===== config.mk =====
export PLATFORM = sky130hd
export DESIGN_NAME = two_byte_sync_packet_deframer
export DESIGN_NICKNAME = d
export VERILOG_FILES = /design/src/hdl/tbsd_pkg.sv /design/src/hdl/tbsd_parser.sv /design/src/hdl/two_byte_sync_packet_deframer.sv
export SDC_FILE = /design/constraint.sdc
export NUM_CORES = 1
export LEC_CHECK = 0
export ABC_AREA = 1
export BUFFER_PORTS_ARGS = -buffer_cell sky130_fd_sc_hd__clkbuf_2
export CORE_UTILIZATION = 56
export DETAILED_ROUTE_END_ITERATION = 8
export PLACE_DENSITY_LB_ADDON = 0.05
export SLEW_MARGIN = 20
export SYNTH_ARGS = -nofsm -noshare
export SYNTH_HDL_FRONTEND = slang
export SYNTH_SLANG_ARGS = --single-unit

===== constraint.sdc =====
create_clock -name clock -period 2.9 [get_ports clock]
set_clock_uncertainty 0.05 [all_clocks]
set_input_delay 0 -clock clock [delete_from_list [all_inputs] [get_ports clock]]
set_output_delay 0 -clock clock [all_outputs]
set_load 0.005 [all_outputs]

===== src/hdl/tbsd_pkg.sv =====
// Shared types and constants for the two-byte-sync packet deframer.
`default_nettype none

package tbsd_pkg;

   localparam int unsigned ByteWidth  = 8;
   localparam int unsigned PhaseWidth = 3;
   localparam int unsigned CsrIdxWidth = 1;

   localparam logic [PhaseWidth-1:0] PH_HUNT    = 3'd0;
   localparam logic [PhaseWidth-1:0] PH_SYNC2   = 3'd1;
   localparam logic [PhaseWidth-1:0] PH_OPCODE  = 3'd2;
   localparam logic [PhaseWidth-1:0] PH_LENGTH  = 3'd3;
   localparam logic [PhaseWidth-1:0] PH_PAYLOAD = 3'd4;

   localparam logic [CsrIdxWidth-1:0] CSR_SYNC_FIRST  = 1'd0;
   localparam logic [CsrIdxWidth-1:0] CSR_SYNC_SECOND = 1'd1;

   localparam logic [ByteWidth-1:0] SYNC_FIRST_RST  = 8'h02;
   localparam logic [ByteWidth-1:0] SYNC_SECOND_RST = 8'h1B;

   typedef logic [ByteWidth-1:0] byte_type;

   typedef struct packed {
      logic     valid;
      logic     last;
      byte_type opcode;
      byte_type length;
      byte_type index;
      byte_type data;
   } rsp_type;

endpackage

`default_nettype wire


===== src/hdl/tbsd_parser.sv =====
// Header parser state machine: tracks sync, opcode, length and payload position.
`default_nettype none

module tbsd_parser (
   input  wire logic             clock,
   input  wire logic             reset,
   input  wire logic             beat,
   input  wire tbsd_pkg::byte_type rx_byte,
   input  wire tbsd_pkg::byte_type sync_first,
   input  wire tbsd_pkg::byte_type sync_second,
   output tbsd_pkg::rsp_type     result
);
   import tbsd_pkg::*;

   logic [PhaseWidth-1:0] phase_ff, phase_in;
   byte_type              opcode_ff, opcode_in;
   byte_type              length_ff, length_in;
   byte_type              count_ff, count_in;
   logic [ByteWidth:0]    count_next;
   logic                  last;

   assign count_next = {1'b0, count_ff} + {{ByteWidth{1'b0}}, 1'b1};
   assign last       = (count_next >= {1'b0, length_ff});

   always_comb begin
      phase_in  = phase_ff;
      opcode_in = opcode_ff;
      length_in = length_ff;
      count_in  = count_ff;
      result    = '0;
      unique case (phase_ff)
         PH_SYNC2: begin
            if (rx_byte == sync_second) phase_in = PH_OPCODE;
         end
         PH_OPCODE: begin
            opcode_in = rx_byte;
            phase_in  = PH_LENGTH;
         end
         PH_LENGTH: begin
            length_in = rx_byte;
            count_in  = '0;
            phase_in  = (rx_byte != '0) ? PH_PAYLOAD : PH_HUNT;
         end
         PH_PAYLOAD: begin
            result.valid  = 1'b1;
            result.last   = last;
            result.opcode = opcode_ff;
            result.length = length_ff;
            result.index  = count_ff;
            result.data   = rx_byte;
            if (last) begin
               phase_in = PH_HUNT;
               count_in = '0;
            end else begin
               count_in = count_next[ByteWidth-1:0];
            end
         end
         default: begin
            phase_in = (rx_byte == sync_first) ? PH_SYNC2 : PH_HUNT;
         end
      endcase
   end

   always_ff @(posedge clock) begin
      if (reset) begin
         phase_ff  <= PH_HUNT;
         opcode_ff <= '0;
         length_ff <= '0;
         count_ff  <= '0;
      end else if (beat) begin
         phase_ff  <= phase_in;
         opcode_ff <= opcode_in;
         length_ff <= length_in;
         count_ff  <= count_in;
      end
   end

   // payload phase never holds a zero length
   a_len_nonzero: assert property (@(posedge clock) disable iff (reset)
      phase_ff == PH_PAYLOAD |-> length_ff != '0)
      else $error("payload phase with zero length");

   a_count_below_len: assert property (@(posedge clock) disable iff (reset)
      phase_ff == PH_PAYLOAD |-> count_ff < length_ff)
      else $error("payload count ran past length");

   a_count_reset: assert property (@(posedge clock) disable iff (reset)
      beat && phase_ff == PH_LENGTH && rx_byte != '0 |=> count_ff == '0)
      else $error("byte count not cleared at packet start");

endmodule

`default_nettype wire


===== src/hdl/two_byte_sync_packet_deframer.sv =====
// Top level of the two-byte-sync packet deframer: csr, parser and result register.
//
//  channel  direction  beat fields
//  req_     in         tdata[7:0] rx_byte
//  rsp_     out        tdata: opcode, length, index, byte; tlast: last payload byte
//  csr_     in         index 0 sync_first, index 1 sync_second; write only
//
// One beat per cycle unless rsp_ stalls; a payload beat appears on rsp_ in the
// cycle after it is taken. Header and dropped beats produce nothing.
// req_tready drops only while a result is held and rsp_tready is low. Reset is
// synchronous; sync values return to 0x02 and 0x1B, the parser to the hunt.
`default_nettype none

module two_byte_sync_packet_deframer (
   input  wire logic        clock,
   input  wire logic        reset,
   input  wire logic        req_tvalid,
   output logic             req_tready,
   input  wire logic [7:0]  req_tdata,   // [7:0] rx_byte
   output logic             rsp_tvalid,
   input  wire logic        rsp_tready,
   // [7:0] packet_opcode, [15:8] packet_length, [23:16] payload_index,
   // [31:24] payload_byte
   output logic [31:0]      rsp_tdata,
   output logic             rsp_tlast,
   input  wire logic        csr_we,
   input  wire logic [tbsd_pkg::CsrIdxWidth-1:0] csr_index,
   input  wire logic [7:0]  csr_wdata
);
   import tbsd_pkg::*;

   byte_type sync_first_ff, sync_second_ff;
   rsp_type  result;
   logic     beat;
   logic     rsp_valid_ff;
   logic     rsp_last_ff;
   logic [31:0] rsp_data_ff;

   always_ff @(posedge clock) begin
      if (reset) begin
         sync_first_ff  <= SYNC_FIRST_RST;
         sync_second_ff <= SYNC_SECOND_RST;
      end else if (csr_we) begin
         unique case (csr_index)
            CSR_SYNC_FIRST:  sync_first_ff  <= csr_wdata;
            CSR_SYNC_SECOND: sync_second_ff <= csr_wdata;
            default: ;
         endcase
      end
   end

   assign req_tready = !rsp_valid_ff || rsp_tready;
   assign beat       = req_tvalid && req_tready;

   tbsd_parser u_parser (
      .clock       (clock),
      .reset       (reset),
      .beat        (beat),
      .rx_byte     (req_tdata),
      .sync_first  (sync_first_ff),
      .sync_second (sync_second_ff),
      .result      (result)
   );

   always_ff @(posedge clock) begin
      if (reset) begin
         rsp_valid_ff <= 1'b0;
      end else if (beat) begin
         rsp_valid_ff <= result.valid;
      end else if (rsp_tready) begin
         rsp_valid_ff <= 1'b0;
      end
   end

   always_ff @(posedge clock) begin
      if (beat && result.valid) begin
         rsp_data_ff <= {result.data, result.index, result.length, result.opcode};
         rsp_last_ff <= result.last;
      end
   end

   assign rsp_tvalid = rsp_valid_ff;
   assign rsp_tdata  = rsp_data_ff;
   assign rsp_tlast  = rsp_last_ff;

   a_stall_blocks: assert property (@(posedge clock) disable iff (reset)
      rsp_valid_ff && !rsp_tready |-> !req_tready)
      else $error("input taken while result stalled");

   a_result_loaded: assert property (@(posedge clock) disable iff (reset)
      beat && result.valid |=> rsp_valid_ff)
      else $error("payload beat lost");

   a_last_matches: assert property (@(posedge clock) disable iff (reset)
      rsp_valid_ff |->
         rsp_last_ff == ({1'b0, rsp_data_ff[23:16]} + 9'd1 == {1'b0, rsp_data_ff[15:8]}))
      else $error("last flag disagrees with index and length");

endmodule

`default_nettype wire


==> metrics.csv, run 1 <==
stage,metric,value,unit
route,wl_met1,3.351,mm
power,finalPower,2.412,mW
global_routing,grt_pass1_wl,11.67,mm
place,numPortBuffers,56,
power,power_density,571.1,nW/um^2
setup_path,critical_path_class,register to register,
job,drv_cap,0,
floorplan,row_count,28,
route,drt-total-wl,7.153,mm
final_layout,num_antenna_cells,0,
clock_network,clock_latency,0.34,ns
route,wl_per_cell,12.82,um
setup_path,endpoint_kind,register,
power,power.leakage,1.775,nW
timing,post-route-period-util,85.96,%
clock_network,ctsResizeCount,0,
route,vias,2827,
setup_path,crit_required,3.13,ns
route,top_layer,met4,
setup_path,crit_family,simple AND/OR/NAND/NOR gates,
final_layout,stdcell_area,4224,sq um
route,viasPerCell,5.066,
floorplan,die_area,6535,sq um
timing,finalHoldViolCount,0,
logic_synthesis,ys_warn_count,0,
clock_network,clock_path_buffers,2,
floorplan,die_h,80.84,um
setup_path,cp_cell_sequence,"ha_1, nand3_2, xor2_1, inv_1, ha_1, nand2_1, inv_1, nand2_1, nand3_1, nand2_1, nand2_1, nand2_2, nand3_1, nand3_1, nand2_1, nor2_1",
global_routing,grt_pass1_vias,2574,
power,ir_drop,0.4137,mV
logic_synthesis,synth.distinct_cells,26,
setup_path,slowest_stage,dfxtp_1,
place,place_hpwl,4.888,mm
route,dr.pass1.iters,4,
route,wl_met2,3.267,mm
route,drcViolationCount,0,
place,globalplace.congestion,0.8504,
clock_network,cts_tree,done,
route,met3_length,353,um
floorplan,start_util,58.45,%
clock_network,clkSinkCount,77,
logic_synthesis,seq_area_frac_synth,53.77,%
setup_path,path_common_cell,nand2_1,
timing,rsz0062_at_grt,false,
logic_synthesis,synth_nets,436,
min_path,min_path_cells,3,
setup_path,critPathMaxStageDelay,0.40,ns
min_path,min_path_type,primary input to register,
clock_network,ctsHtreeMaxLevel,3,
setup_path,cp_num_buf_inv,2,
global_routing,grt-ovfl-total,0,
logic_synthesis,avgSynthCellArea,8.595,sq um
setup_path,arrival,2.72,ns
global_routing,grt.total_usage,24.14,%
clock_network,clk_pin_slew,0.08,ns
setup_path,cp-start-kind,register,
place,dpl_cell_area,3806,sq um
floorplan,core,5956,sq um
final_layout,drive_gt1_share,18.43,%
global_routing,antenna_found_initial,0,
logic_synthesis,synth_area,3481,sq um
route,antenna_left,0,
timing,setup_tns,0,ns
logic_synthesis,syn_inst,405,
floorplan,num_io_pins,57,
final_layout,nNetsFinal,509,
setup_path,worst-path-stages,16,
timing,worst_pin_slew,0.9214,ns
floorplan,die_w,80.84,um
timing,setup_viol,0,
logic_synthesis,ys_ff_latch,77,
global_routing,grt_max_degree,37,
timing,finalMaxSlewViolations,0,
timing,min_period,2.493,ns
setup_path,ff2ff_path_depth,16,
route,drtIter0Drc,143,
final_layout,syn_to_final_growth,21.35,%
timing,maxSlewHeadroom,38.50,%
clock_network,cts_buffers,9,
status,status,"complete, no violations",
setup_path,cp_max_fo,10,
clock_network,cts_root_buffer,clkbuf_8,
timing,fmax,0.4011,GHz
path summary, 6_finish.rpt:
path / endpoint / slack (ns) / from
min: u_parser.length_ff[2]$_SDFFE_PP0P_ / 0.01 / req_tdata[2]
max: u_parser.phase_ff[0]$_SDFFE_PP0P_ / 0.41 / u_parser.count_ff[1]$_SDFFE_PP0P_
max reg2reg: u_parser.phase_ff[0]$_SDFFE_PP0P_ / 0.41 / u_parser.count_ff[1]$_SDFFE_PP0P_
min reg2reg: sync_second_ff[7]$_SDFFE_PP0P_ / 0.42 / sync_second_ff[7]$_SDFFE_PP0P_
area by class of cell:
type | count | area, sq um
flip-flops and latches | 77 | 1872
multi-input cells | 252 | 1313
repair buffers | 74 | 457.9
well taps | 75 | 93.84
fillers | 485 | 1732
clock buffers | 11 | 141.4
clock inverters | 5 | 106.4
inverters | 64 | 240.2
state kept, by name, summed over array words and instances (netlist names):
| signal | count |
|---|---|
| u_parser.count_ff | 8 |
| rsp_tlast | 1 |
| u_parser.phase_ff | 3 |
| sync_first_ff | 8 |
| u_parser.opcode_ff | 8 |
| rsp_tdata | 32 |
| sync_second_ff | 8 |
| u_parser.length_ff | 8 |
| rsp_tvalid | 1 |
cell usage in the layout, fill, tap and decap left out, types with 13 or more instances in the layout:
cell,count
o21ai_0,27
clkbuf_2,56
dfxtp_1,44
dlygate4sd3_1,17
nand4_1,13
edfxtp_1,33
nor2_1,59
nand3_1,16
inv_1,60
nand2_1,61
a21oi_1,38
stage by stage:
stage / instances / setup WS (ns) / hold WS [ns] / utilization [%]
detailed placement: 525 / 0.4351 / 0.1725 / 63.91
CTS: 558 / 0.4162 / 0.001764 / 70.92
finish: 558 / 0.4071 / 0.01135 / 70.92
floorplan: 405 / 0.7277 / 0.06193 / -
global placement: 525 / 0.5824 / 0.1656 / 63.91
global route: 558 / 0.1648 / 0.02549 / 70.92
kinds of logic (layout without fill, tap and decap cells):
group / after synthesis / count (layout) / synth area share [%]
xor+xnor: 13 / 13 / 3.271
buf+inv: 76 / 154 / 8.519
fa+ha+maj: 9 / 9 / 3.235
simple gates: 162 / 162 / 20.88
flops: 77 / 77 / 53.77
compound gates: 68 / 68 / 10.32
cells in the mapped netlist:
library cell	instances	share of area, %
clkinv_1	1	0.11
buf_2	3	0.43
o21ai_0	27	3.9
nand2_2	3	0.54
inv_1	60	6.5
buf_1	3	0.32
o21bai_1	1	0.22
nor2_2	4	0.72
nand2_1	61	6.6
xor2_1	3	0.75
dfxtp_1	44	25
nand3_4	1	0.50
o21ai_1	1	0.14
nand3_2	2	0.58
edfxtp_1	33	28
nand3_1	16	2.3
buf_6	1	0.32
xnor2_1	10	2.5
a21oi_1	38	5.5
nor2_1	59	6.4
a31oi_4	1	0.61
nor2_4	3	0.97
clkbuf_1	5	0.54
ha_1	9	3.2
inv_2	3	0.32
nand4_1	13	2.3
report_power, final:
part / switching [mW] / internal [mW]
Clock: 0.394 / 0.599
Sequential: 0.0232 / 1.17
Combinational: 0.139 / 0.0877
worst reg2reg max path: stages (launching register included):
cell     delay, ns
dfxtp_1       0.40
ha_1          0.23
nand3_2       0.11
xor2_1        0.23
inv_1         0.08
ha_1          0.29
nand2_1       0.10
inv_1         0.05
nand2_1       0.06
nand3_1       0.08
nand2_1       0.06
nand2_1       0.05
nand2_2       0.15
nand3_1       0.20
nand3_1       0.12
nand2_1       0.05
nor2_1        0.11
metal layers:
layer	vias to the layer above	track usage [%]
li1	1455	-
met1	1273	31.60
met2	82	38.32
met3	17	4.607
met4	0	11.79
met5	-	0
timing repair:
action,4_1_cts,5_1_grt
hold endpoints to repair,31,0
hold buffers,17,0
buffers inserted,0,0
No activity file was read; power rests on OpenSTA's default activity.
==> run 2, diff against run 1 <==
- CORE_MARGIN: default -> 2
==> metrics.csv, run 2 (synthesis results as in run 1) <==
stage,metric,value,unit
setup_path,cp-start-kind,register,
floorplan,start_util,58.45,%
place,globalplace.congestion,0.8085,
setup_path,path_common_cell,nand2_1,
power,power.leakage,1.760,nW
setup_path,cp_max_fo,10,
setup_path,critPathMaxStageDelay,0.39,ns
floorplan,die_w,82.84,um
floorplan,row_count,28,
floorplan,die_area,6862,sq um
timing,setup_viol,0,
final_layout,nNetsFinal,510,
clock_network,post_cts_buffers,0,
global_routing,grt.total_usage,21.74,%
final_layout,num_antenna_cells,0,
setup_path,cp_cell_sequence,"ha_1, nand3_2, xor2_1, inv_1, ha_1, nand2_1, nor2_1, nand2_1, nand3_1, nand2_1, nand2_1, nand2_2, nand3_1, nand3_1, nand2_1, nor2_1",
clock_network,cts_root_buffer,clkbuf_8,
clock_network,clkSinkCount,77,
timing,finalMaxSlewViolations,0,
timing,finalHoldViolCount,0,
place,place_hpwl,4.824,mm
setup_path,arrival,2.70,ns
global_routing,antenna_found_initial,0,
timing,worst_pin_slew,0.9058,ns
global_routing,grt_pass1_wl,12.10,mm
power,ir_drop,0.3810,mV
final_layout,drive_gt1_share,18.18,%
floorplan,die_h,82.84,um
final_layout,fin_cells,559,
clock_network,clk_pin_slew,0.08,ns
timing,rsz0062_at_grt,false,
clock_network,clock_latency,0.34,ns
timing,fin_ws,0.3826,ns
floorplan,num_io_pins,57,
timing,setup_tns,0,ns
final_layout,largest_reg_flops,32,
setup_path,ff2ff_path_depth,16,
setup_path,worst-path-stages,16,
timing,min_period,2.517,ns
route,viasPerCell,5.055,
setup_path,cp_num_buf_inv,1,
place,numPortBuffers,56,
status,status,"complete, no violations",
min_path,min_path_type,primary input to register,
route,antenna_left,0,
route,drt-total-wl,7.174,mm
clock_network,cts_buffers,9,
timing,hold-worst-slack,0.01698,ns
job,drv_cap,0,
min_path,min_path_cells,3,
clock_network,clock_path_buffers,2,
route,drtIter0Drc,154,
timing,post-route-period-util,86.81,%
timing,maxSlewHeadroom,39.55,%
power,power_density,547.6,nW/um^2
setup_path,slowest_stage,dfxtp_1,
setup_path,crit_required,3.08,ns
setup_path,crit_family,simple AND/OR/NAND/NOR gates,
final_layout,syn_to_final_growth,20.70,%
place,place_ws,0.4722,ns
global_routing,grt_pass1_vias,2633,
floorplan,core,5956,sq um
final_layout,final_common_cell,nand2_1,
route,wl_per_cell,12.83,um
global_routing,grt_max_degree,37,
timing,fmax,0.3972,GHz
final_layout,layout_common_cells,"nand2_1 (61), inv_1 (60), nor2_1 (59)",
clock_network,ctsHtreeMaxLevel,3,
route,dr.pass1.iters,5,
final_layout,postLayoutCoreUtil,70.55,%
route,vias,2826,
place,dp_cells,525,
route,drcViolationCount,0,
global_routing,grt-ovfl-total,0,
setup_path,critical_path_class,register to register,
setup_path,endpoint_kind,register,
clock_network,cts_tree,done,
-- run 2: cell count changes in the layout (fill, tap and decap cells not counted) --
cell | before | now
clkbuf_1 | 1 | 2
bufinv_16 | 3 | 2
clkinvlp_4 | 1 | 2
clkbuf_8 | 10 | 9
dlygate4sd3_1 | 17 | 18
-- run 2: through the flow --
step	power (mW)	instance area (sq um)
after floorplan	1.360	3481
after global placement	1.419	3806
after detailed placement	1.425	3806
after CTS	2.317	4202
after global routing	2.392	4202
final	2.301	4202
-- run 2: path summary, 6_finish.rpt --
kind                                          start                                 end  slack, ns
setup / recovery  u_parser.count_ff[1]$_SDFFE_PP0P_   u_parser.phase_ff[0]$_SDFFE_PP0P_       0.38
hold / removal                         req_tdata[1]  u_parser.length_ff[1]$_SDFFE_PP0P_       0.02
setup reg to reg  u_parser.count_ff[1]$_SDFFE_PP0P_   u_parser.phase_ff[0]$_SDFFE_PP0P_       0.38
hold reg to reg       sync_first_ff[7]$_SDFFE_PP0P_       sync_first_ff[7]$_SDFFE_PP0P_       0.43
-- run 2: worst min-delay path, delay by kind of cell --
family                 cells  cell delay, ns
buffers and inverters      2            0.24
AOI/OAI and AO/OA          1            0.13
-- run 2: routing by layer --
| layer | GRT usage (%) | part of all wire (%) | vias to the layer above |
|---|---|---|---|
| li1 | - | - | 1461 |
| met1 | 29.81 | 47 | 1277 |
| met5 | 0 | 0 | - |
| met2 | 33.94 | 46 | 78 |
| met3 | 4.771 | 5.3 | 10 |
| met4 | 8.197 | 1.5 | 0 |
-- run 2: layout make-up --
| class | count | area (sq um) |
|---|---|---|
| Multi-Input combinational cell | 252 | 1313 |
| Clock inverter | 5 | 83.83 |
| Tap cell | 75 | 93.84 |
| Timing Repair Buffer | 75 | 467.9 |
| Clock buffer | 11 | 131.4 |
| Fill cell | 488 | 1754 |
| Sequential cell | 77 | 1872 |
| Inverter | 64 | 240.2 |
-- run 2: what timing repair did --
| action | in CTS | in global routing |
|---|---|---|
| resized for setup | 0 | 0 |
| hold endpoints to repair | 36 | 0 |
| endpoints found under the setup margin | 0 | 0 |
| hold buffers | 18 | 0 |
-- run 2: report_power, final --
group	switching, mW	internal (mW)	leakage, nW
clock network	0.391	0.488	0.100
logic	0.140	0.0886	0.991
registers	0.0225	1.17	0.668
